## src/hw/rtl/ibmd_pkg.sv

```systemverilog
// Shared types, register indexes and default sizes for the block-mean downsampler.
// No dependencies; every other file imports this package.
package ibmd_pkg;

   // default sizes handed to the top-level parameters
   localparam int DEF_MAX_DIM      = 4096;
   localparam int DEF_MAX_OUT_SIZE = 300;
   localparam int DEF_PIXEL_BITS   = 16;

   // fixed field widths of the ports
   localparam int CFG_DATA_W  = 13;
   localparam int CSR_INDEX_W = 2;
   localparam int VALUE_W     = 16;

   // depth of the queue between front and back
   localparam int QUEUE_DEPTH = 4;

   // configuration register indexes
   typedef enum logic [CSR_INDEX_W-1:0] {
      CSR_IMAGE_WIDTH  = 2'd0,
      CSR_IMAGE_HEIGHT = 2'd1,
      CSR_FULL_RES     = 2'd2
   } csr_index_type;

   // input item
   typedef struct packed {
      logic               frame_start;
      logic [VALUE_W-1:0] pixel_value;
   } req_type;

   // result item
   typedef struct packed {
      logic [VALUE_W-1:0] mean_value;
      logic               row_end;
      logic               frame_end;
   } rsp_type;

   // per-pixel control flags from front to back
   typedef struct packed {
      logic first;
      logic done;
      logic row_end;
      logic frame_end;
   } ctrl_type;

   localparam int CTRL_W = $bits(ctrl_type);

   typedef enum logic [0:0] {
      F_RUN,
      F_SETUP
   } front_state_type;

   typedef enum logic [1:0] {
      B_IDLE,
      B_ACC,
      B_DIV,
      B_SEND
   } back_state_type;

endpackage

```

## src/hw/rtl/ibmd_queue.sv

```systemverilog
// Small flop-based FIFO between the front and back parts.
// Depends on ibmd_pkg for the default depth.
module ibmd_queue #(
   parameter int DATA_W = 8,
   parameter int DEPTH  = ibmd_pkg::QUEUE_DEPTH
) (
   input  logic              clock,
   input  logic              reset,
   input  logic              push,
   input  logic [DATA_W-1:0] push_data,
   output logic              full,
   input  logic              pop,
   output logic [DATA_W-1:0] pop_data,
   output logic              not_empty
);
   import ibmd_pkg::*;

   localparam int PW = (DEPTH > 1) ? $clog2(DEPTH) : 1;
   localparam int CW = $clog2(DEPTH + 1);

   logic [DATA_W-1:0] slot_ff [DEPTH];
   logic [PW-1:0]     wr_ptr_ff, wr_ptr_in;
   logic [PW-1:0]     rd_ptr_ff, rd_ptr_in;
   logic [CW-1:0]     count_ff, count_in;

   assign full      = (count_ff == CW'(DEPTH));
   assign not_empty = (count_ff != '0);
   assign pop_data  = slot_ff[rd_ptr_ff];

   // pointer and fill count update
   always_comb begin
      wr_ptr_in = wr_ptr_ff;
      rd_ptr_in = rd_ptr_ff;
      count_in  = count_ff;
      if (push) begin
         wr_ptr_in = (wr_ptr_ff == PW'(DEPTH - 1)) ? '0 : wr_ptr_ff + 1'b1;
      end
      if (pop) begin
         rd_ptr_in = (rd_ptr_ff == PW'(DEPTH - 1)) ? '0 : rd_ptr_ff + 1'b1;
      end
      if (push && !pop) begin
         count_in = count_ff + 1'b1;
      end else if (pop && !push) begin
         count_in = count_ff - 1'b1;
      end
   end

   always_ff @(posedge clock) begin
      if (reset) begin
         wr_ptr_ff <= '0;
         rd_ptr_ff <= '0;
         count_ff  <= '0;
      end else begin
         wr_ptr_ff <= wr_ptr_in;
         rd_ptr_ff <= rd_ptr_in;
         count_ff  <= count_in;
      end
   end

   // storage
   always_ff @(posedge clock) begin
      if (push) begin
         slot_ff[wr_ptr_ff] <= push_data;
      end
   end

endmodule

```

## config.mk

```make
export PLATFORM = sky130hd
export DESIGN_NAME = ibmd_queue
export DESIGN_NICKNAME = d
export VERILOG_FILES = /design/src/hw/rtl/ibmd_pkg.sv /design/src/hw/rtl/ibmd_queue.sv
export SDC_FILE = /design/constraint.sdc
export NUM_CORES = 1
export LEC_CHECK = 0
export BUFFER_PORTS_ARGS = -buffer_cell sky130_fd_sc_hd__buf_4
export CORE_AREA = 5 5 56 68
export CTS_CLUSTER_SIZE = 30
export DETAILED_ROUTE_END_ITERATION = 7
export DIE_AREA = 0 0 61 73
export PLACE_DENSITY = 0.74
export SKIP_CTS_REPAIR_TIMING = 1
export SYNTH_ARGS = -nofsm -noshare
export SYNTH_HDL_FRONTEND = slang
export SYNTH_SLANG_ARGS = --single-unit
export TNS_END_PERCENT = 5
```

## constraint.sdc

```tcl
create_clock -name clock -period 1.8 [get_ports clock]
set_input_delay 0.36 -clock clock [delete_from_list [all_inputs] [get_ports clock]]
set_output_delay 0.36 -clock clock [all_outputs]
set_load 0.03 [all_outputs]
```

== Yosys cells after proc, flatten, opt, wreduce, memory -nomap -nowiden ==
Memory sizes are Yosys's and may differ from the RTL's. A register that Yosys moved wholly into a read port is not among the register bits.
Index checks and enable logic that the tools add are counted.
Cells by class
  add/sub/neg operators: 4
  reductions and logical operators: 6
  magnitude comparators: 0
  $mul: 0
  divide/modulo/power cells: 0
  mux-type cells: 8
  bitwise gates (word level): 0
  eq/ne operators: 3
  shift-type cells: 0
Operators with widths (number)
  2-bit two-way mux: 4
  3-bit two-way mux: 2
  2-bit by 1-bit adder with 2-bit output (second input constant): 2
  2-bit == test (second input constant): 2
  3-bit by 1-bit adder with 3-bit output (second input constant): 1
  3-bit == test (second input constant): 1
  3-bit nonzero test: 1
  3-bit by 1-bit subtractor with 3-bit output (second input constant): 1
  1-bit logical AND: 2
  1-bit zero test: 2
  1-bit two-way mux: 2
  2-bit nonzero test: 1
Word-level totals
  RAM bits: 32
  output and inout port bits: 10
  memories kept: 1
  latch bits: 0
  bits in read-only memories: 0
  bits of input ports: 12
  register bits after elaboration: 7
Memory list
  slot_ff: words 4, width 8, read ports 1, clocked after Yosys merged registers in 1, wr ports 1, RTL line ibmd_queue.sv:21  | logic [DATA_W-1:0] slot_ff [DEPTH];

== Longest topological paths before layout ==
  depth in word-level cells: 4
  mapped depth: 7
  gate-level depth less buffers: 7

== Worst setup path before layout ==
OpenSTA, ideal clock, no wires.
  kind: input-to-reg
  start: input port pop
  end: register count_ff[2]
  path buffers: 0
  arrival: 1.552 ns
  slack: 0.178 ns
  required time: 1.730 ns
  library setup time: 0.070 ns
  cell stages on the path: 7
  cell sequence: inv_1 ha_1 inv_1 fa_1 xor2_1 or3_1 a21oi_1
On the way
  longest elaborated chain between the ends: 3
Ends and longest elaborated chain
  start, declared: RTL line ibmd_queue.sv:12  | input logic pop,
  1-bit zero test: RTL line ibmd_queue.sv:41  | if (push && !pop) begin
  1-bit logical AND: RTL line ibmd_queue.sv:41
  3-bit two-way mux / 2-bit nonzero test (equally long branches)
  end signal, assigned: RTL line ibmd_queue.sv:56  | count_ff <= count_in;
  end, declared: RTL line ibmd_queue.sv:24  | logic [CW-1:0] count_ff, count_in;
Parallel ways exist; a longest one is shown, timed or not.
A chain may end at the register's enable or synchronous reset.

==> impl_metrics.toml <==
[clock_tree]
insertion_delay_ps = 290
clk_path_buf_depth = 2
clock-root-buffer = "clkbuf_8"
htree_levels = 2
cts_buffers = 5
clock-sinks = 41
cts_tree = "done"
clkTransAtPathRegs_ps = 70

[logic_synthesis]
yosysSeqAreaShare = 0.714
synth-xor-area-share = 0.0110
synth_area_mm2 = 0.00160
muxShareOfSynthArea = 0.138
syn-num-nets = 105
synth_fa_ha_area_frac = 0.0595
ys.flop_type = "edfxtp_1"
synthArstFlopShare = 0
synth_most_common_cell = "edfxtp_1"
yosysWarnings = 0
synth_top_area_share = 0.601
syn_inst = 86
synth_common_cells = "edfxtp_1, dfxtp_1, mux4_2"
synth_area_leaders = "edfxtp_1, dfxtp_1, mux4_2"
synth_cell_type_count = 16
synth_area_per_cell_um2 = 18.6
synth_area_leader_cell = "edfxtp_1"
synth_compound_area_frac = 0.00939
synth_top_family_by_area = "multiplexers"
ys_ff_latch = 41
yosys.area_share.simple = 0.0493
synth_enable_flop_cells = 32

[placed_design]
dp.cells = 144
post-place-ws_ps = 1.51
hpwl_um = 1600
gp_congestion = 0.651
port_buffers = 21

[pwr]
p_leak_nw = 0.723
switching_share = 0.232
power_frac_seq = 0.551
power_density_mw_per_mm2 = 1040
p_sw_mw = 0.468
vdd_ir_drop_max_uv = 751
pwr-share-clk = 0.289
internal_power_mw = 1.55
combPwrFrac = 0.160

[grt]
grt_overflow = 0
grt_pass1_vias = 789
grt_use_total = 0.118
grt_max_degree = 13
antenna_found_initial = 0
grt_first_pass_wirelength_um = 3620

[status]
status = "finished clean"

[flow_run]
drv_cap = 0

[route]
drt_iter0_markers = 24
routed_wirelength_um = 2190
wire_per_inst_um = 14.4
dr.pass1.iters = 4
ant_nets = 0
drc = 0
vias = 769
avgViaCountPerCell = 5.06

[finish]
area_growth_pct = 21.0
fin_cells = 152
nets = 133
drive_gt1_frac = 0.330
diodes = 0

[floorplanning]
core_mm2 = 0.00317
chipWidth_um = 61
die-area_mm2 = 0.00445
die_h_um = 73
num_io_pins = 22
num_rows = 23
start_util = 0.505

[worst_hold_path]
hold_depth = 1
min_path_type = "in -> reg"
worstHoldStart = "push_data[1]"

[setup_path]
worstRegToRegCells = 4
crit_end = "pop_data[2]"
reg2reg_from = "count_ff[0]"
worstPathArrival_ps = 1430
cp-start-kind = "flop"
endpoint_kind = "primary output"
path_class = "reg -> out"
critical_path.max_fanout = 8
cp.required_ps = 1440
reg2reg_slack_ps = 340
reg2reg_to = "count_ff[2]"

[sta]
min_period_ps = 1790
rsz0062_at_grt = "yes"
clock.fmax_mhz = 559
period_share = 0.994
setup_slack_ps = 11.4
finClkSkew_ps = 6.04
finalSetupViolCount = 0
worst_slew_pin_slew_ps = 424
drv_slew = 0
hold_viol = 0
fin_tns_setup_ps = 0
slew_headroom = 0.718
whs_ps = 271
[through the flow]
step                utilization  power (mW)  area (µm²)
floorplan                     -        1.32        1600
global placement          0.573        1.43        1810
detailed placement        0.573        1.44        1810
CTS                       0.602        2.03        1900
global route              0.611        2.12        1940
finish                    0.611        2.01        1940
[worst max-delay path, stage by stage, from the launching register on]
cell,delay [ps]
dfxtp_2,340
buf_12,130
mux4_2,510
buf_6,160
[worst min path at each step]
| stage | end | slack (ps) |
|---|---|---|
| after detailed placement | count_ff[2] | 490 |
| after global placement | count_ff[2] | 470 |
| after CTS | slot_ff[0][3] | 260 |
| after global routing | slot_ff[1][5] | 260 |
| after floorplan | count_ff[2] | 430 |
| final | slot_ff[1][1] | 270 |
[area by class of cell]
class                   instances  area (µm²)
clock buffers                   8        90.1
fillers                       235        1230
inverters                       4        15.0
multi-input cells              39         427
flip-flops and latches         41        1140
well taps                      37        46.3
repair buffers                 23         215
[cells in the final DEF (no fill, tap or decap), types with 2 or more instances in the layout]
| cell type | synthesis | final |
|---|---|---|
| nor3b_1 | 2 | 2 |
| mux2i_1 | 4 | 4 |
| and2_1 | 4 | 4 |
| clkbuf_1 | 0 | 2 |
| xor2_1 | 2 | 2 |
| dfxtp_1 | 9 | 8 |
| inv_1 | 4 | 4 |
| clkbuf_8 | 0 | 6 |
| edfxtp_1 | 32 | 32 |
| nor2_1 | 7 | 7 |
| ha_1 | 6 | 6 |
| a21oi_1 | 2 | 2 |
| buf_6 | 1 | 8 |
| or3_1 | 2 | 2 |
| mux4_2 | 8 | 8 |
| buf_4 | 0 | 14 |
[state kept, by name (all words and copies together) (netlist names), named ones only]
| register | cells |
|---|---|
| slot_ff | 32 |
| count_ff | 3 |
| rd_ptr_ff | 2 |
| wr_ptr_ff | 2 |
[layer usage]
metal	GRT usage	wire length [µm]
met5	0	0
met4	0.0651	57
met3	0.0549	158
met2	0.196	1130
met1	0.118	848
[power by group through the flow]
stage	registers [mW]	logic, mW	clock network, mW
2_1_floorplan	1.12	0.204	0
3_3_place_gp	1.13	0.301	0
3_5_place_dp	1.13	0.308	0
4_1_cts	1.11	0.310	0.608
5_1_grt	1.11	0.351	0.652
6_report	1.11	0.323	0.582
[cells by family (layout without fill, tap and decap cells)]
group,Yosys count,after routing
flops,41,41
mux,12,12
simple gates,15,15
xor+xnor,2,2
fa+ha+maj,7,7
compound gates,3,3
buf+inv,6,35
Note: power is estimated with default switching activity, not from simulation.
