File: config.mk
export PLATFORM = sky130hd
export DESIGN_NAME = ibmd_front
export DESIGN_NICKNAME = d
export VERILOG_FILES = /design/src/hw/rtl/ibmd_pkg.sv /design/src/hw/rtl/ibmd_front.sv
export SDC_FILE = /design/constraint.sdc
export NUM_CORES = 1
export LEC_CHECK = 0
export BUFFER_PORTS_ARGS = -buffer_cell sky130_fd_sc_hd__buf_4
export CORE_MARGIN = 2
export CORE_UTILIZATION = 58
export CTS_CLUSTER_DIAMETER = 120
export DETAILED_ROUTE_END_ITERATION = 10
export GPL_TIMING_DRIVEN = 0
export PLACE_DENSITY = 0.77
export SYNTH_ARGS = -nofsm -noshare
export SYNTH_HDL_FRONTEND = slang
export SYNTH_SLANG_ARGS = --single-unit
File: constraint.sdc
create_clock -name clock -period 5.1 [get_ports clock]
set_input_delay 1.02 -clock clock [delete_from_list [all_inputs] [get_ports clock]]
set_output_delay 1.02 -clock clock [all_outputs]
set_load 0.01 [all_outputs]
File: src/hw/rtl/ibmd_pkg.sv
// Shared types, register indexes and default sizes for the block-mean downsampler.
// No dependencies; every other file imports this package.
package ibmd_pkg;

   // default sizes handed to the top-level parameters
   localparam int DEF_MAX_DIM      = 4096;
   localparam int DEF_MAX_OUT_SIZE = 300;
   localparam int DEF_PIXEL_BITS   = 16;

   // fixed field widths of the ports
   localparam int CFG_DATA_W  = 13;
   localparam int CSR_INDEX_W = 2;
   localparam int VALUE_W     = 16;

   // depth of the queue between front and back
   localparam int QUEUE_DEPTH = 4;

   // configuration register indexes
   typedef enum logic [CSR_INDEX_W-1:0] {
      CSR_IMAGE_WIDTH  = 2'd0,
      CSR_IMAGE_HEIGHT = 2'd1,
      CSR_FULL_RES     = 2'd2
   } csr_index_type;

   // input item
   typedef struct packed {
      logic               frame_start;
      logic [VALUE_W-1:0] pixel_value;
   } req_type;

   // result item
   typedef struct packed {
      logic [VALUE_W-1:0] mean_value;
      logic               row_end;
      logic               frame_end;
   } rsp_type;

   // per-pixel control flags from front to back
   typedef struct packed {
      logic first;
      logic done;
      logic row_end;
      logic frame_end;
   } ctrl_type;

   localparam int CTRL_W = $bits(ctrl_type);

   typedef enum logic [0:0] {
      F_RUN,
      F_SETUP
   } front_state_type;

   typedef enum logic [1:0] {
      B_IDLE,
      B_ACC,
      B_DIV,
      B_SEND
   } back_state_type;

endpackage

File: src/hw/rtl/ibmd_front.sv
// Front part: configuration registers, frame setup (shrink factor) and raster
// classification of each pixel into block position and flags. Uses ibmd_pkg.
module ibmd_front #(
   parameter int MAX_DIM      = ibmd_pkg::DEF_MAX_DIM,
   parameter int MAX_OUT_SIZE = ibmd_pkg::DEF_MAX_OUT_SIZE,
   parameter int PIXEL_BITS   = ibmd_pkg::DEF_PIXEL_BITS,
   parameter int FW           = 4,
   parameter int IW           = 9,
   parameter int QW           = 33
) (
   input  logic                                clock,
   input  logic                                reset,
   input  logic                                req_valid,
   output logic                                req_ready,
   input  ibmd_pkg::req_type                   req_data,
   input  logic                                csr_valid,
   input  logic [ibmd_pkg::CSR_INDEX_W-1:0]    csr_index,
   input  logic [ibmd_pkg::CFG_DATA_W-1:0]     csr_data,
   output logic                                push,
   output logic [QW-1:0]                       push_data,
   input  logic                                queue_full
);
   import ibmd_pkg::*;

   localparam int DIM_W = $clog2(MAX_DIM + 1);
   localparam int OW    = $clog2(MAX_OUT_SIZE + 1);
   localparam int RW    = (DIM_W > OW) ? DIM_W : OW;
   localparam int EW    = DIM_W + 2;

   // configuration registers
   logic [CFG_DATA_W-1:0] cfg_w_ff, cfg_h_ff;
   logic                  cfg_full_ff;

   // frame setup and raster state
   front_state_type       state_ff, state_in;
   logic [DIM_W-1:0]      frame_w_ff, frame_w_in, frame_h_ff, frame_h_in;
   logic [FW-1:0]         factor_ff, factor_in;
   logic [RW-1:0]         rem_ff, rem_in;
   logic [PIXEL_BITS-1:0] held_ff, held_in;
   logic                  active_ff, active_in;
   logic [DIM_W-1:0]      in_col_ff, in_col_in, in_row_ff, in_row_in;
   logic [FW-1:0]         sub_col_ff, sub_col_in, sub_row_ff, sub_row_in;
   logic [DIM_W-1:0]      block_col_ff, block_col_in;
   logic [DIM_W-1:0]      col_base_ff, col_base_in, row_base_ff, row_base_in;

   logic [DIM_W-1:0]      clamp_w, clamp_h;
   logic                  accept;
   logic                  proc;
   logic [PIXEL_BITS-1:0] cur_pix;
   logic [EW-1:0]         f_ext, fw_ext, fh_ext, cb_ext, rb_ext;
   logic                  in_range;
   ctrl_type              ctrl;
   logic [IW-1:0]         idx;

   function automatic logic [DIM_W-1:0] clamp_dim(input logic [CFG_DATA_W-1:0] v);
      logic [DIM_W-1:0] r;
      if (v == '0) begin
         r = DIM_W'(1);
      end else if (int'(v) > MAX_DIM) begin
         r = DIM_W'(MAX_DIM);
      end else begin
         r = DIM_W'(v);
      end
      return r;
   endfunction

   // configuration writes
   always_ff @(posedge clock) begin
      if (reset) begin
         cfg_w_ff    <= CFG_DATA_W'(256);
         cfg_h_ff    <= CFG_DATA_W'(256);
         cfg_full_ff <= 1'b0;
      end else if (csr_valid) begin
         case (csr_index)
            CSR_IMAGE_WIDTH:  cfg_w_ff    <= csr_data;
            CSR_IMAGE_HEIGHT: cfg_h_ff    <= csr_data;
            CSR_FULL_RES:     cfg_full_ff <= csr_data[0];
            default:          ;
         endcase
      end
   end

   assign clamp_w   = clamp_dim(cfg_w_ff);
   assign clamp_h   = clamp_dim(cfg_h_ff);
   assign req_ready = (state_ff == F_RUN) && !queue_full;
   assign accept    = req_valid && req_ready;

   // block coverage tests without division: block fits when base + f <= size
   assign f_ext  = EW'(factor_ff);
   assign fw_ext = EW'(frame_w_ff);
   assign fh_ext = EW'(frame_h_ff);
   assign cb_ext = EW'(col_base_ff);
   assign rb_ext = EW'(row_base_ff);
   assign in_range = (cb_ext + f_ext <= fw_ext) && (rb_ext + f_ext <= fh_ext);

   always_comb begin
      ctrl.first     = (sub_row_ff == '0) && (sub_col_ff == '0);
      ctrl.done      = (sub_row_ff == factor_ff - 1'b1) && (sub_col_ff == factor_ff - 1'b1);
      ctrl.row_end   = (cb_ext + (f_ext << 1)) > fw_ext;
      ctrl.frame_end = ctrl.row_end && ((rb_ext + (f_ext << 1)) > fh_ext);
      if (int'(block_col_ff) >= MAX_OUT_SIZE) begin
         idx = IW'(MAX_OUT_SIZE - 1);
      end else begin
         idx = IW'(block_col_ff);
      end
   end

   // next state: frame setup, classification and raster advance
   always_comb begin
      state_in     = state_ff;
      frame_w_in   = frame_w_ff;
      frame_h_in   = frame_h_ff;
      factor_in    = factor_ff;
      rem_in       = rem_ff;
      held_in      = held_ff;
      active_in    = active_ff;
      in_col_in    = in_col_ff;
      in_row_in    = in_row_ff;
      sub_col_in   = sub_col_ff;
      sub_row_in   = sub_row_ff;
      block_col_in = block_col_ff;
      col_base_in  = col_base_ff;
      row_base_in  = row_base_ff;
      proc         = 1'b0;
      cur_pix      = PIXEL_BITS'(req_data.pixel_value);

      case (state_ff)
         F_RUN: begin
            if (accept && req_data.frame_start) begin
               // latch window size and start the factor search
               state_in     = F_SETUP;
               frame_w_in   = clamp_w;
               frame_h_in   = clamp_h;
               factor_in    = FW'(1);
               if (cfg_full_ff) begin
                  rem_in = '0;
               end else begin
                  rem_in = RW'((clamp_w > clamp_h) ? clamp_w : clamp_h);
               end
               held_in      = PIXEL_BITS'(req_data.pixel_value);
               active_in    = 1'b1;
               in_col_in    = '0;
               in_row_in    = '0;
               sub_col_in   = '0;
               sub_row_in   = '0;
               block_col_in = '0;
               col_base_in  = '0;
               row_base_in  = '0;
            end else if (accept && active_ff) begin
               proc = 1'b1;
            end
         end
         F_SETUP: begin
            cur_pix = held_ff;
            if (rem_ff >= RW'(MAX_OUT_SIZE)) begin
               // one subtraction of the output limit per cycle
               rem_in    = rem_ff - RW'(MAX_OUT_SIZE);
               factor_in = factor_ff + 1'b1;
            end else if (!queue_full) begin
               proc     = 1'b1;
               state_in = F_RUN;
            end
         end
         default: state_in = F_RUN;
      endcase

      // raster counters
      if (proc) begin
         if (EW'(in_col_ff) + EW'(1) >= fw_ext) begin
            in_col_in    = '0;
            sub_col_in   = '0;
            block_col_in = '0;
            col_base_in  = '0;
            if (sub_row_ff + 1'b1 >= factor_ff) begin
               sub_row_in  = '0;
               row_base_in = row_base_ff + DIM_W'(factor_ff);
            end else begin
               sub_row_in = sub_row_ff + 1'b1;
            end
            in_row_in = in_row_ff + 1'b1;
            if (EW'(in_row_ff) + EW'(1) >= fh_ext) begin
               active_in   = 1'b0;
               in_row_in   = '0;
               sub_row_in  = '0;
               row_base_in = '0;
            end
         end else begin
            in_col_in = in_col_ff + 1'b1;
            if (sub_col_ff + 1'b1 >= factor_ff) begin
               sub_col_in   = '0;
               block_col_in = block_col_ff + 1'b1;
               col_base_in  = col_base_ff + DIM_W'(factor_ff);
            end else begin
               sub_col_in = sub_col_ff + 1'b1;
            end
         end
      end
   end

   assign push      = proc && in_range;
   assign push_data = {cur_pix, factor_ff, idx, ctrl};

   always_ff @(posedge clock) begin
      if (reset) begin
         state_ff     <= F_RUN;
         frame_w_ff   <= DIM_W'(1);
         frame_h_ff   <= DIM_W'(1);
         factor_ff    <= FW'(1);
         rem_ff       <= '0;
         active_ff    <= 1'b0;
         in_col_ff    <= '0;
         in_row_ff    <= '0;
         sub_col_ff   <= '0;
         sub_row_ff   <= '0;
         block_col_ff <= '0;
         col_base_ff  <= '0;
         row_base_ff  <= '0;
      end else begin
         state_ff     <= state_in;
         frame_w_ff   <= frame_w_in;
         frame_h_ff   <= frame_h_in;
         factor_ff    <= factor_in;
         rem_ff       <= rem_in;
         active_ff    <= active_in;
         in_col_ff    <= in_col_in;
         in_row_ff    <= in_row_in;
         sub_col_ff   <= sub_col_in;
         sub_row_ff   <= sub_row_in;
         block_col_ff <= block_col_in;
         col_base_ff  <= col_base_in;
         row_base_ff  <= row_base_in;
      end
   end

   // held frame-start pixel
   always_ff @(posedge clock) begin
      held_ff <= held_in;
   end

endmodule

-- Word level (Yosys, flattened, before mapping)
Cells that the tools add are included.
W data, S select, Z words.
- add/sub/neg operators: 16
- $lt $le $gt $ge: 13
- equal/unequal tests: 7
- multiplexer cells: 64
- bitwise logic cells: 1
- reductions and logical operators: 22
- operator list (operator ; number):
    $mux W13 ; 33
    $mux W4 ; 13
    $add A13 B1 Y13 const B ; 3
    $add A13 B1 Y14 const B ; 2
    $add A13 B4 Y14 ; 2
    $add A13 B5 Y14 ; 2
    $ge A14 B13 Y1 ; 2
    $gt A14 B13 Y1 ; 2
    $le A14 B13 Y1 ; 2
    $add A13 B4 Y13 ; 2
    $ge A13 B9 Y1 const B ; 2
    $gt A13 B13 Y1 const B ; 2
    $logic_not A13 Y1 ; 2
    $pmux W13 S2 ; 1
    $mux W16 ; 1
    $gt A13 B13 Y1 ; 1
    $sub A13 B9 Y13 const B ; 1
    $add A4 B1 Y4 const B ; 3
    $mux W1 ; 12
    $reduce_and A2 Y1 ; 6
    $logic_and A1 B1 Y1 ; 9
    $mux W9 ; 1
    $eq A4 B4 Y1 ; 2
    $ge A4 B4 Y1 ; 2
    11 further kinds ; 15
- register bits: 161
- input port bits: 37
- logic and storage cells: 140

-- Depth between registers and ports, before layout
Gate-level depths: netlist (run 1).
- depth in word-level cells: 10
- mapped depth: 17
- gate-level depth less buffers: 16

-- Worst setup path after synthesis (run 1)
OpenSTA, ideal clock, no wires.
- path kind: flip-flop to output port
- start point: register factor_ff[1]
- end point: output push
- arrival time: 3.440 ns
- data required time: 4.080 ns
- slack: 0.640 ns
- stages on the path, launching flop included: 16
- buffers on the path: 1
- path through: dfxtp_1 -> inv_1 -> fa_1 -> nor2b_1 -> o21ai_0 -> nand2b_1 -> clkbuf_1 -> nand4_1 -> xnor2_1 -> ha_1 -> nand4_1 -> nor4_1 -> nor3_1 -> o21ai_0 -> o221ai_1 -> nor4_1
- word-level cells in the longest chain between the ends: 4
- RTL lines (element ; RTL line ; text):
    start, declared ; ibmd_front.sv:37 ; logic [FW-1:0] factor_ff, factor_in;
    start signal, assigned ; ibmd_front.sv:222 ; factor_ff <= factor_in;
    $add A13 B4 Y14 ; ibmd_front.sv:94 ; assign in_range = (cb_ext + f_ext <= fw_ext) && (rb_ext + f_ext <= fh_ext);
    $le A14 B13 Y1 ; ibmd_front.sv:94 ;
    $logic_and A1 B1 Y1 * ; ibmd_front.sv:94 ;
    $logic_and A1 B1 Y1 * ; ibmd_front.sv:200 ; assign push = proc && in_range;
    end, declared ; ibmd_front.sv:19 ; output logic push,
Mark *: on every way between the ends. The rest lies on a longest branch, timed or not.

-- Worst setup path after layout (run 1)
- start point: register factor_ff[1]
- end point: output push_data[0]
- word-level cells in the longest chain between the ends: 3
- RTL lines (element ; RTL line ; text):
    $add A13 B5 Y14, on equally long branches ; ibmd_front.sv:99, ibmd_front.sv:100 ;
    $gt A14 B13 Y1, on equally long branches ; ibmd_front.sv:99, ibmd_front.sv:100 ;
    $logic_and A1 B1 Y1 * ; ibmd_front.sv:100 ; ctrl.frame_end = ctrl.row_end && ((rb_ext + (f_ext << 1)) > fh_ext);
    end, declared ; ibmd_front.sv:20 ; output logic [QW-1:0] push_data,
Marked as above.

==> metrics.md, run 1 <==
| Metric | Value |
|---|---|
| Setup WS pre-CTS | -0.274 ns |
| Cell area after layout | 0.0125 mm^2 |
| Fin Setup TNS | 0 ns |
| Maximum VDD drop | 266 uV |
| Final Slew Violations | 0 |
| Gr usage total | 29.6% |
| DRC violation count after routing | 0 |
| Seq/Total Area, Yosys | 31.0% |
| Power after layout | 2930 uW |
| Synthesized area | 0.0109 mm^2 |
| # rows | 50 |
| CTS Hold Bufs | 0 |
| Largest reg by FF count | held_ff |
| Crit-path max FO | 9 |
| Clk_skew | 0.00947 ns |
| Startpoint types | flip-flop |
| Syn Inst Count | 1362 |
| Status | completed |
| Final Hold Violating Endpoints | 0 |
| Filler instances | 1566 |
| Final Wtd Congestion | 0.997 |
| Async set-reset flop share out of synthesis | 0% |
| EDFF count, synth | 16 |
| Worst Max-Slew Pin Slew | 0.706 ns |
| Initial DRC Count | 795 |
| DRT antenna net count | 0 |
| Synth warn | 0 |
| Critical Path AT | 3.87 ns |
| Min-delay src | rem_ff[0]$_SDFFE_PP0P_ |
| Fmax | 205 MHz |
| H-tree depth | 4 |
| Wire per inst | 17.3 um |
| Unrepaired setup endpoints after global routing | yes |
| Worst setup path class | reg -> out |
| Final #Nets | 1627 |
| Crit path to | push_data[0] |
| HPWL after detailed placement | 22.0 mm |
| Core Box Area | 0.0186 mm^2 |
| Pre-antenna DRT Iters | 6 |
| Global-route wire length before repair | 47.2 mm |
| R2R cell count | 14 |
| Clock Latency Late Sink | 0.45 ns |
| Synthesized netlist net count | 1529 |
| #FFs+latches synth | 161 |
| Initial antenna violation count | 0 |
| Clock buffer depth | 2 |
| Total die area | 0.0200 mm^2 |
| Final Hold Slack | 0.455 ns |
| Unique masters post-synth | 66 |
| Starting Density | 58.8% |
| Post-Place Cell Area | 0.0117 mm^2 |
| Vias | 10100 |
| Leak Pwr | 0.00526 uW |
| Pwr Density | 235 mW/mm^2 |
| Max reg flops | 16 |
| Slew margin rel. | 51.7% |
| Reg-to-Reg Start | in_col_ff[0]$_SDFFE_PP0P_ |
| Max Cap Viol | 0 |
| Layout cells sized above 1 | 13.2% |
| Number of top-level pins | 72 |
| Critical path required time | 4.08 ns |
| Worst R2R Setup Slack | 1.12 ns |
| Die span in y | 141 um |
| Min-delay worst type | reg -> reg |
| CTS Buf Count | 17 |
| Period minus WS final | 4.89 ns |
| Syn Area/Cell | 8.02 um^2 |
| Antenna cells | 0 |
| P&R area growth vs syn | 14.3% |
| Final WS setup | 0.213 ns |
| Port Buf Inserts | 70 |
| Final Cycle Share | 95.8% |
| CTS tree | yes |
| Clock transition at path regs | 0.07 ns |
| Sink Count | 161 |
| Final WL | 29.5 mm |
| Vias in the first global route | 9589 |
| Vias per inst | 5.91 |
| Crit end category | output pin |
| RR Endpoint | row_base_ff[11]$_SDFF_PP0_ |
| Final setup viols | 0 |
| Total gr overflow | 0 |
| Most used DFF post-synth | dfxtp_1 |
| Die Wd | 141 um |
| Pin count of the biggest net entering global routing | 26 |
| Crit path from | factor_ff[1]$_SDFFE_PP0P_ |
| Root buffer cell | clkbuf_16 |
[where the power goes]
group	internal [uW]	total [uW]	switching, uW
Clock	658	1290	631
Combinational	129	330	201
Sequential	1290	1310	16.6
[worst min-delay path by stage]
stage | slack (ns) | to | cells past startpoint
floorplan | 0.42 | rem_ff[1]$_SDFFE_PP0P_ | 2
global placement | 0.43 | rem_ff[0]$_SDFFE_PP0P_ | 2
detailed placement | 0.44 | rem_ff[0]$_SDFFE_PP0P_ | 2
CTS | 0.45 | rem_ff[0]$_SDFFE_PP0P_ | 2
global route | 0.47 | frame_w_ff[12]$_SDFFE_PP0P_ | 2
finish | 0.45 | rem_ff[0]$_SDFFE_PP0P_ | 2
[layer usage]
layer	part of all wire [%]	vias to the layer above	GRT usage, %
li1	-	4980	-
met1	43	4731	37.5
met2	49	319	51.2
met3	5.8	60	5.37
met4	2.2	0	9.16
met5	0	-	0
[synthesized netlist by cell type (all sizes together), types with 13 or more instances]
master  instances  area share (%)
nand2b         14            0.80
nor2b          33             1.9
edfxtp         16             4.4
inv            72             2.5
a22oi          17             1.2
nand3          49             2.2
ha            126              14
and3           15            0.86
a21o           16             1.1
and2           21             1.2
or2            15            0.86
xor2           24             1.9
nor3           16            0.88
nor2          127             4.4
o21ai          65             3.0
xnor2          42             3.4
buf            29             1.5
nand2         170             5.8
mux2           21             2.2
nand4          15            0.86
nand3b         13            0.89
or3            17            0.97
dfxtp         145              27
a31oi          16            0.92
a21oi         135             6.2
clkbuf         32             1.1
[repair_timing]
| action | CTS | global route |
|---|---|---|
| hold endpoints to repair | 0 | 0 |
| endpoints found under the setup margin | 3 | 3 |
| buffers inserted | 3 | 7 |
| gates resized for setup | 9 | 13 |
| gates cloned | 0 | 0 |
| pin swaps | 1 | 2 |
[worst max-delay path: stages (launching register included)]
cell and delay (ns):
dfxtp_4 0.44, clkinvlp_4 0.13, buf_4 0.20, fa_1 0.46, inv_1 0.07, a21o_1 0.11
a21oi_1 0.10, nand2b_1 0.23, nor2_1 0.16, xor2_1 0.08, ha_1 0.29, nand3_1 0.08
or2_2 0.32, or3_1 0.36, o21ai_0 0.10, a22oi_1 0.12, buf_4 0.17
[final cells by class]
class                      count  area, um^2  share of cell area [%]
tap                          234         293                    2.34
buffer                        60         280                    2.24
timing repair buffer          80         601                    4.81
inverter                      72         274                    2.19
clock buffer                  17         425                    3.41
clock inverter                15         161                    1.29
sequential                   161        3390                    27.2
multi-input combinational   1068        7060                    56.5
[kinds of logic (layout without fill, tap and decap cells)]
family,count (synthesis),in the layout,share of synthesized area [%]
flip-flops,161,161,31.0
multiplexers,29,29,2.90
buffers and inverters,133,244,5.06
AO/OA/AOI/OAI,313,313,17.2
XOR/XNOR,66,66,5.29
adder cells (fa/ha/maj),130,130,15.2
AND/OR/NAND/NOR,530,530,23.4
[per-stage QoR]
step	utilization, %	cells
2_1_floorplan	-	1362
3_3_place_gp	63.2	1666
5_1_grt	67.2	1707
6_report	67.2	1707
4_1_cts	66.6	1700
3_5_place_dp	63.2	1666
[layout by cell type, fill, tap and decap left out, types with 15 or more instances in the layout]
master | Yosys | layout
xor2_1 | 24 | 24
clkbuf_1 | 32 | 31
xnor2_1 | 42 | 42
buf_4 | 5 | 85
and2_1 | 21 | 21
edfxtp_1 | 16 | 16
ha_1 | 126 | 125
inv_1 | 72 | 71
a21o_1 | 16 | 16
nand4_1 | 15 | 15
mux2_2 | 21 | 21
or3_1 | 17 | 17
nand3_1 | 49 | 48
nor2b_1 | 33 | 32
nor2_1 | 127 | 127
o21ai_0 | 62 | 61
and3_1 | 15 | 15
dfxtp_1 | 145 | 141
a31oi_1 | 16 | 16
clkbuf_16 | 0 | 17
buf_2 | 16 | 16
a22oi_1 | 17 | 17
a21oi_1 | 134 | 133
nand2_1 | 170 | 170
Power figures use the tool's default switching activity.
==> inputs of run 2 (changes only) <==
--- a/config.mk
+++ b/config.mk
@@ -12,6 +12,7 @@
 export DETAILED_ROUTE_END_ITERATION = 10
 export GPL_TIMING_DRIVEN = 0
 export PLACE_DENSITY = 0.77
+export SETUP_SLACK_MARGIN = 0.4
 export SYNTH_ARGS = -nofsm -noshare
 export SYNTH_HDL_FRONTEND = slang
 export SYNTH_SLANG_ARGS = --single-unit
==> metrics.md, run 2 (same netlist as run 1, synthesis figures left out) <==
| Metric | Value |
|---|---|
| Vias | 10300 (was 10100) |
| FF+latch area | 0.00340 mm^2 (was 0.00339 mm^2) |
| DRC violation count after routing | 0 (unchanged) |
| # rows | 50 (unchanged) |
| Starting Density | 58.8% (unchanged) |
| Crit end category | output pin (unchanged) |
| Status | completed (unchanged) |
| CTS tree | yes (unchanged) |
| Met3 Resource Use GR | 5.50% (was 5.37%) |
| Combinational share of power | 11.5% (was 11.3%) |
| GR Layer Usage met2 | 52.2% (was 51.2%) |
| Port Buf Inserts | 70 (unchanged) |
| Pin count of the biggest net entering global routing | 26 (unchanged) |
| Startpoint types | flip-flop (unchanged) |
| Core Box Area | 0.0186 mm^2 (unchanged) |
| Clock Latency Late Sink | 0.45 ns (about the same) |
| Final Hold Violating Endpoints | 0 (unchanged) |
| Clk_skew | 0.0110 ns (was 0.00947 ns) |
| CTS Hold Bufs | 0 (unchanged) |
| HPWL after detailed placement | 22.0 mm (unchanged) |
| Layout cells sized above 1 | 15.7% (was 13.2%) |
| Number of top-level pins | 72 (unchanged) |
| Final Wtd Congestion | 0.997 (unchanged) |
| Final Cycle Share | 93.8% (was 95.8%) |
| Cell-internal power | 2090 uW (was 2080 uW) |
| Most frequent cells in the layout | nand2_1, dfxtp_1, a21oi_1, nor2_1, ha_1 (unchanged) |
| Met1 Use GR | 38.0% (was 37.5%) |
| Pwr Density | 232 mW/mm^2 (was 235 mW/mm^2) |
| Top Usage Layer GRT | met2 (unchanged) |
| CTS Buf Count | 17 (unchanged) |
| Psw | 856 uW (was 849 uW) |
| Unrepaired setup endpoints after global routing | yes (unchanged) |
| Commonest non-fill, non-tap cell in the layout | nand2_1 (unchanged) |
| Total gr overflow | 0 (unchanged) |
| Global-route wire length before repair | 48.2 mm (was 47.2 mm) |
| Post-Route Utilization | 68.4% (was 67.2%) |
| Sw frac | 29.1% (was 29.0%) |
| Sink Count | 161 (unchanged) |
| Min-delay worst type | reg -> reg (unchanged) |
| Area of the multi-input gates | 0.00720 mm^2 (was 0.00706 mm^2) |
| Max reg flops | 16 (unchanged) |
| Vias in the first global route | 9821 (was 9589) |
| Die Wd | 141 um (unchanged) |
| Wire per inst | 17.6 um (was 17.3 um) |
| Worst setup path class | reg -> out (unchanged) |
| Largest reg by FF count | held_ff (unchanged) |
| Antenna cells | 0 (unchanged) |
| Critical Path AT | 3.76 ns (was 3.87 ns) |
| Maximum VDD drop | 267 uV (was 266 uV) |
| P&R area growth vs syn | 16.3% (was 14.3%) |
| Pre-antenna DRT Iters | 5 (was 6) |
| Final setup viols | 0 (unchanged) |
| Clock transition at path regs | 0.07 ns (about the same) |
| Worst Max-Slew Pin Slew | 0.847 ns (was 0.706 ns) |
| Initial antenna violation count | 0 (unchanged) |
| DRT antenna net count | 0 (unchanged) |
| Clk network pwr share | 43.9% (was 44.0%) |
| Gr usage total | 30.1% (was 29.6%) |
| Filler instances | 1538 (was 1566) |
| Slew margin rel. | 42.1% (was 51.7%) |
| Critical path required time | 4.08 ns (about the same) |
| Reg power frac | 44.5% (was 44.8%) |
| Fmax | 209 MHz (was 205 MHz) |
| Clock buffer depth | 2 (unchanged) |
| Die span in y | 141 um (unchanged) |
| Crit-path max FO | 6 (was 9) |
| Period minus WS final | 4.78 ns (was 4.89 ns) |
| Vias per inst | 5.99 (was 5.91) |
| Total die area | 0.0200 mm^2 (unchanged) |
| Max Cap Viol | 0 (unchanged) |
| Leak Pwr | 0.00533 uW (was 0.00526 uW) |
| Initial DRC Count | 731 (was 795) |
| Final Slew Violations | 0 (unchanged) |
| Final WL | 30.1 mm (was 29.5 mm) |
| Root buffer cell | clkbuf_16 (unchanged) |
| Fin Setup TNS | 0 ns (unchanged) |
| Final #Nets | 1635 (was 1627) |
| H-tree depth | 4 (unchanged) |
run 2: changes by cell type in the layout (fill, tap and decap cells not counted), moves of 4 or more:
cell	previous run	this run
o21ai_0	61	56
a21oi_1	133	129
buf_4	85	91
nor2_1	127	123
ha_1	125	120
run 2: repair_timing:
item / in CTS / in global routing
gates resized for setup: 50 / 18
setup endpoints to repair: 3 / 3
setup buffers: 13 / 4
pin swaps: 16 / 17
run 2: layout make-up:
cell class	instances	area share (%)
Timing Repair Buffer	87	5.17
Clock buffer	17	3.35
Sequential cell	161	26.7
Multi-Input combinational cell	1068	56.7
Inverter	72	2.16
Clock inverter	15	1.27
Tap cell	234	2.30
Buffer	61	2.32
run 2: worst paths after layout:
path / endpoint / from / slack (ns) / cells after the start
worst min register to register: rem_ff[0]$_SDFFE_PP0P_ / rem_ff[0]$_SDFFE_PP0P_ / 0.45 / 2
worst min-delay path: rem_ff[0]$_SDFFE_PP0P_ / rem_ff[0]$_SDFFE_PP0P_ / 0.45 / 2
worst max register to register: row_base_ff[11]$_SDFF_PP0_ / in_col_ff[0]$_SDFFE_PP0P_ / 1.01 / 14
worst max-delay path: push / factor_ff[0]$_SDFFE_PP1P_ / 0.32 / 16
run 2: power groups by stage:
stage	Combinational (uW)	Clock [uW]	Sequential [uW]
after floorplan	198	0	1340
after global placement	308	0	1340
after detailed placement	314	0	1340
after CTS	330	1300	1310
after global routing	370	1340	1310
final	339	1290	1310
run 2: metrics by stage:
stage / hold slack [ns] / worst slack [ns] / cell area, um^2 / cells / total power (uW)
3_5_place_dp: 0.439 / -0.274 / 11700 / 1666 / 1660
3_3_place_gp: 0.427 / -0.204 / 11700 / 1666 / 1650
6_report: 0.453 / 0.316 / 12700 / 1715 / 2940
5_1_grt: 0.468 / 0.0973 / 12700 / 1715 / 3020
2_1_floorplan: 0.418 / 0.640 / 10900 / 1362 / 1530
4_1_cts: 0.455 / 0.392 / 12600 / 1711 / 2940
run 2: worst max-delay path, stage by stage, from the launching register on:
cell,delay (ns)
dfxtp_4,0.40
buf_4,0.13
buf_4,0.15
ha_2,0.21
inv_1,0.06
fa_1,0.40
nor2b_1,0.14
o21a_1,0.14
o211ai_1,0.20
buf_4,0.21
nor2_1,0.15
xor2_1,0.25
ha_1,0.28
o21ai_0,0.18
a31oi_1,0.08
nor4_2,0.16
buf_4,0.16
run 2: per-layer routing:
layer	wire length (um)	vias up
met5	0	-
met4	713	0
met3	1750	67
met2	14800	328
met1	12800	4884
li1	-	5001
==> inputs of run 3 (changes only) <==
--- a/config.mk
+++ b/config.mk
@@ -12,7 +12,7 @@
 export DETAILED_ROUTE_END_ITERATION = 10
 export GPL_TIMING_DRIVEN = 0
 export PLACE_DENSITY = 0.77
-export SETUP_SLACK_MARGIN = 0.4
+export SETUP_SLACK_MARGIN = 0.5
 export SYNTH_ARGS = -nofsm -noshare
 export SYNTH_HDL_FRONTEND = slang
 export SYNTH_SLANG_ARGS = --single-unit
==> metrics.md, run 3 (same netlist as run 1, synthesis figures left out) <==
| Metric | Value |
|---|---|
| Unrepaired setup endpoints after global routing | yes (unchanged) |
| Max Cap Viol | 0 (unchanged) |
| Min-delay src | rem_ff[0]$_SDFFE_PP0P_ (unchanged) |
| Crit path from | factor_ff[0]$_SDFFE_PP1P_ (unchanged) |
| RR Endpoint | row_base_ff[11]$_SDFF_PP0_ (unchanged) |
| Final WS setup | 0.321 ns (was 0.316 ns) |
| Starting Density | 58.8% (unchanged) |
| Total die area | 0.0200 mm^2 (unchanged) |
| Period minus WS final | 4.78 ns (about the same) |
| Total gr overflow | 0 (unchanged) |
| Cells after DPL | 1666 (unchanged) |
| Status | completed (unchanged) |
| Die span in y | 141 um (unchanged) |
| Pin count of the biggest net entering global routing | 26 (unchanged) |
| Clk_skew | 0.00971 ns (was 0.0110 ns) |
| Max reg flops | 16 (unchanged) |
| Crit path to | push (unchanged) |
| Gr usage total | 30.3% (was 30.1%) |
| Maximum VDD drop | 268 uV (was 267 uV) |
| Final #Nets | 1638 (was 1635) |
| Final Hold Violating Endpoints | 0 (unchanged) |
| Worst R2R Setup Slack | 1.03 ns (was 1.01 ns) |
| Clock buffer depth | 2 (unchanged) |
| DRC violation count after routing | 0 (unchanged) |
| Number of top-level pins | 72 (unchanged) |
| Antenna cells | 0 (unchanged) |
| Final std cells w/o fill | 1718 (was 1715) |
| Slew margin rel. | 45.7% (was 42.1%) |
| Vias | 10300 (about the same) |
| DRT antenna net count | 0 (unchanged) |
| Global-route wire length before repair | 48.5 mm (was 48.2 mm) |
| Pwr Density | 231 mW/mm^2 (was 232 mW/mm^2) |
| Final Slew Violations | 0 (unchanged) |
| Final Cycle Share | 93.7% (was 93.8%) |
| CTS Hold Bufs | 0 (unchanged) |
| Root buffer cell | clkbuf_16 (unchanged) |
| Vias per inst | 6.02 (was 5.99) |
| Final WL | 30.4 mm (was 30.1 mm) |
| Layout cells sized above 1 | 16.0% (was 15.7%) |
| Worst Max-Slew Pin Slew | 0.793 ns (was 0.847 ns) |
| Final Wtd Congestion | 0.997 (unchanged) |
| P&R area growth vs syn | 16.7% (was 16.3%) |
| Setup WS pre-CTS | -0.274 ns (unchanged) |
| Core Box Area | 0.0186 mm^2 (unchanged) |
| Clock transition at path regs | 0.07 ns (about the same) |
| Leak Pwr | 0.00534 uW (was 0.00533 uW) |
| Min-delay worst type | reg -> reg (unchanged) |
| H-tree depth | 4 (unchanged) |
| Fmax | 209 MHz (about the same) |
| Reg-to-Reg Start | in_col_ff[0]$_SDFFE_PP0P_ (unchanged) |
| Critical path required time | 4.08 ns (about the same) |
| HPWL after detailed placement | 22.0 mm (unchanged) |
| Worst setup path class | reg -> out (unchanged) |
| # rows | 50 (unchanged) |
| Vias in the first global route | 9874 (was 9821) |
| Largest reg by FF count | held_ff (unchanged) |
| CTS tree | yes (unchanged) |
| Sink Count | 161 (unchanged) |
| CTS Buf Count | 17 (unchanged) |
| Initial DRC Count | 840 (was 731) |
| Commonest non-fill, non-tap cell in the layout | nand2_1 (unchanged) |
| R2R cell count | 14 (unchanged) |
| Post-Route Utilization | 68.7% (was 68.4%) |
| Pre-antenna DRT Iters | 5 (unchanged) |
| Power after layout | 2940 uW (about the same) |
| Crit end category | output pin (unchanged) |
| Startpoint types | flip-flop (unchanged) |
| Port Buf Inserts | 70 (unchanged) |
| Most frequent cells in the layout | nand2_1, dfxtp_1, a21oi_1, nor2_1, ha_1 (unchanged) |
| Initial antenna violation count | 0 (unchanged) |
| Die Wd | 141 um (unchanged) |
| Clock Latency Late Sink | 0.45 ns (about the same) |
| Final setup viols | 0 (unchanged) |
| Crit-path max FO | 6 (unchanged) |
| Wire per inst | 17.7 um (was 17.6 um) |
| Final Hold Slack | 0.452 ns (was 0.453 ns) |
| Critical Path AT | 3.76 ns (about the same) |
## run 3: changes by cell type in the layout (fill, tap and decap cells not counted), sizes merged
cell,before,now
buf,115,118
## run 3: how the worst min path moves through the flow
stage	slack, ns	depth (start not counted)	to
floorplan	0.42	2	rem_ff[1]$_SDFFE_PP0P_
global placement	0.43	2	rem_ff[0]$_SDFFE_PP0P_
detailed placement	0.44	2	rem_ff[0]$_SDFFE_PP0P_
CTS	0.45	2	rem_ff[0]$_SDFFE_PP0P_
global route	0.47	2	frame_w_ff[12]$_SDFFE_PP0P_
finish	0.45	2	rem_ff[0]$_SDFFE_PP0P_
## run 3: repair_timing
| item | 4_1_cts | 5_1_grt |
|---|---|---|
| pin swaps | 22 | 14 |
| resized for setup | 53 | 20 |
| endpoints found under the setup margin | 3 | 3 |
| buffers inserted | 16 | 4 |
| endpoints found under the hold margin | 0 | 0 |
## run 3: where the power goes
part | leakage (uW) | total, uW | internal (uW) | switching [uW]
clock network | 0.000290 | 1290 | 657 | 632
logic | 0.00373 | 341 | 136 | 206
registers | 0.00132 | 1310 | 1290 | 16.6
## run 3: metal layers
layer | share of wire, % | routed length, um | global-route usage (%) | vias up
li1 | - | - | - | 5007
met1 | 43 | 13100 | 38.1 | 4937
met2 | 49 | 15000 | 52.6 | 343
met3 | 5.2 | 1580 | 5.37 | 61
met4 | 2.3 | 690 | 10.5 | 0
met5 | 0 | 0 | 0 | -
## run 3: area by class of cell
type	instances	area, um^2
Multi-Input combinational cell	1068	7220
Fill cell	1526	5820
Sequential cell	161	3400
Timing Repair Buffer	90	691
Clock buffer	17	425
Buffer	61	295
Tap cell	234	293
Inverter	72	274
Clock inverter	15	161
## run 3: metrics by stage
stage | TNS [ns] | cell area [um^2]
5_1_grt | 0 | 12800
2_1_floorplan | 0 | 10900
4_1_cts | 0 | 12700
6_report | 0 | 12800
3_5_place_dp | -0.274 | 11700
3_3_place_gp | -0.204 | 11700
## run 3: critical path: stages (launching register included)
cell      delay (ns)
dfxtp_4         0.40
buf_4           0.14
buf_4           0.15
ha_2            0.21
inv_1           0.07
fa_1            0.41
nor2b_1         0.14
o21a_1          0.15
o211ai_1        0.20
buf_4           0.21
nor2_2          0.12
xor2_1          0.24
ha_1            0.28
o21ai_0         0.18
a31oi_1         0.08
nor4_2          0.17
buf_4           0.16
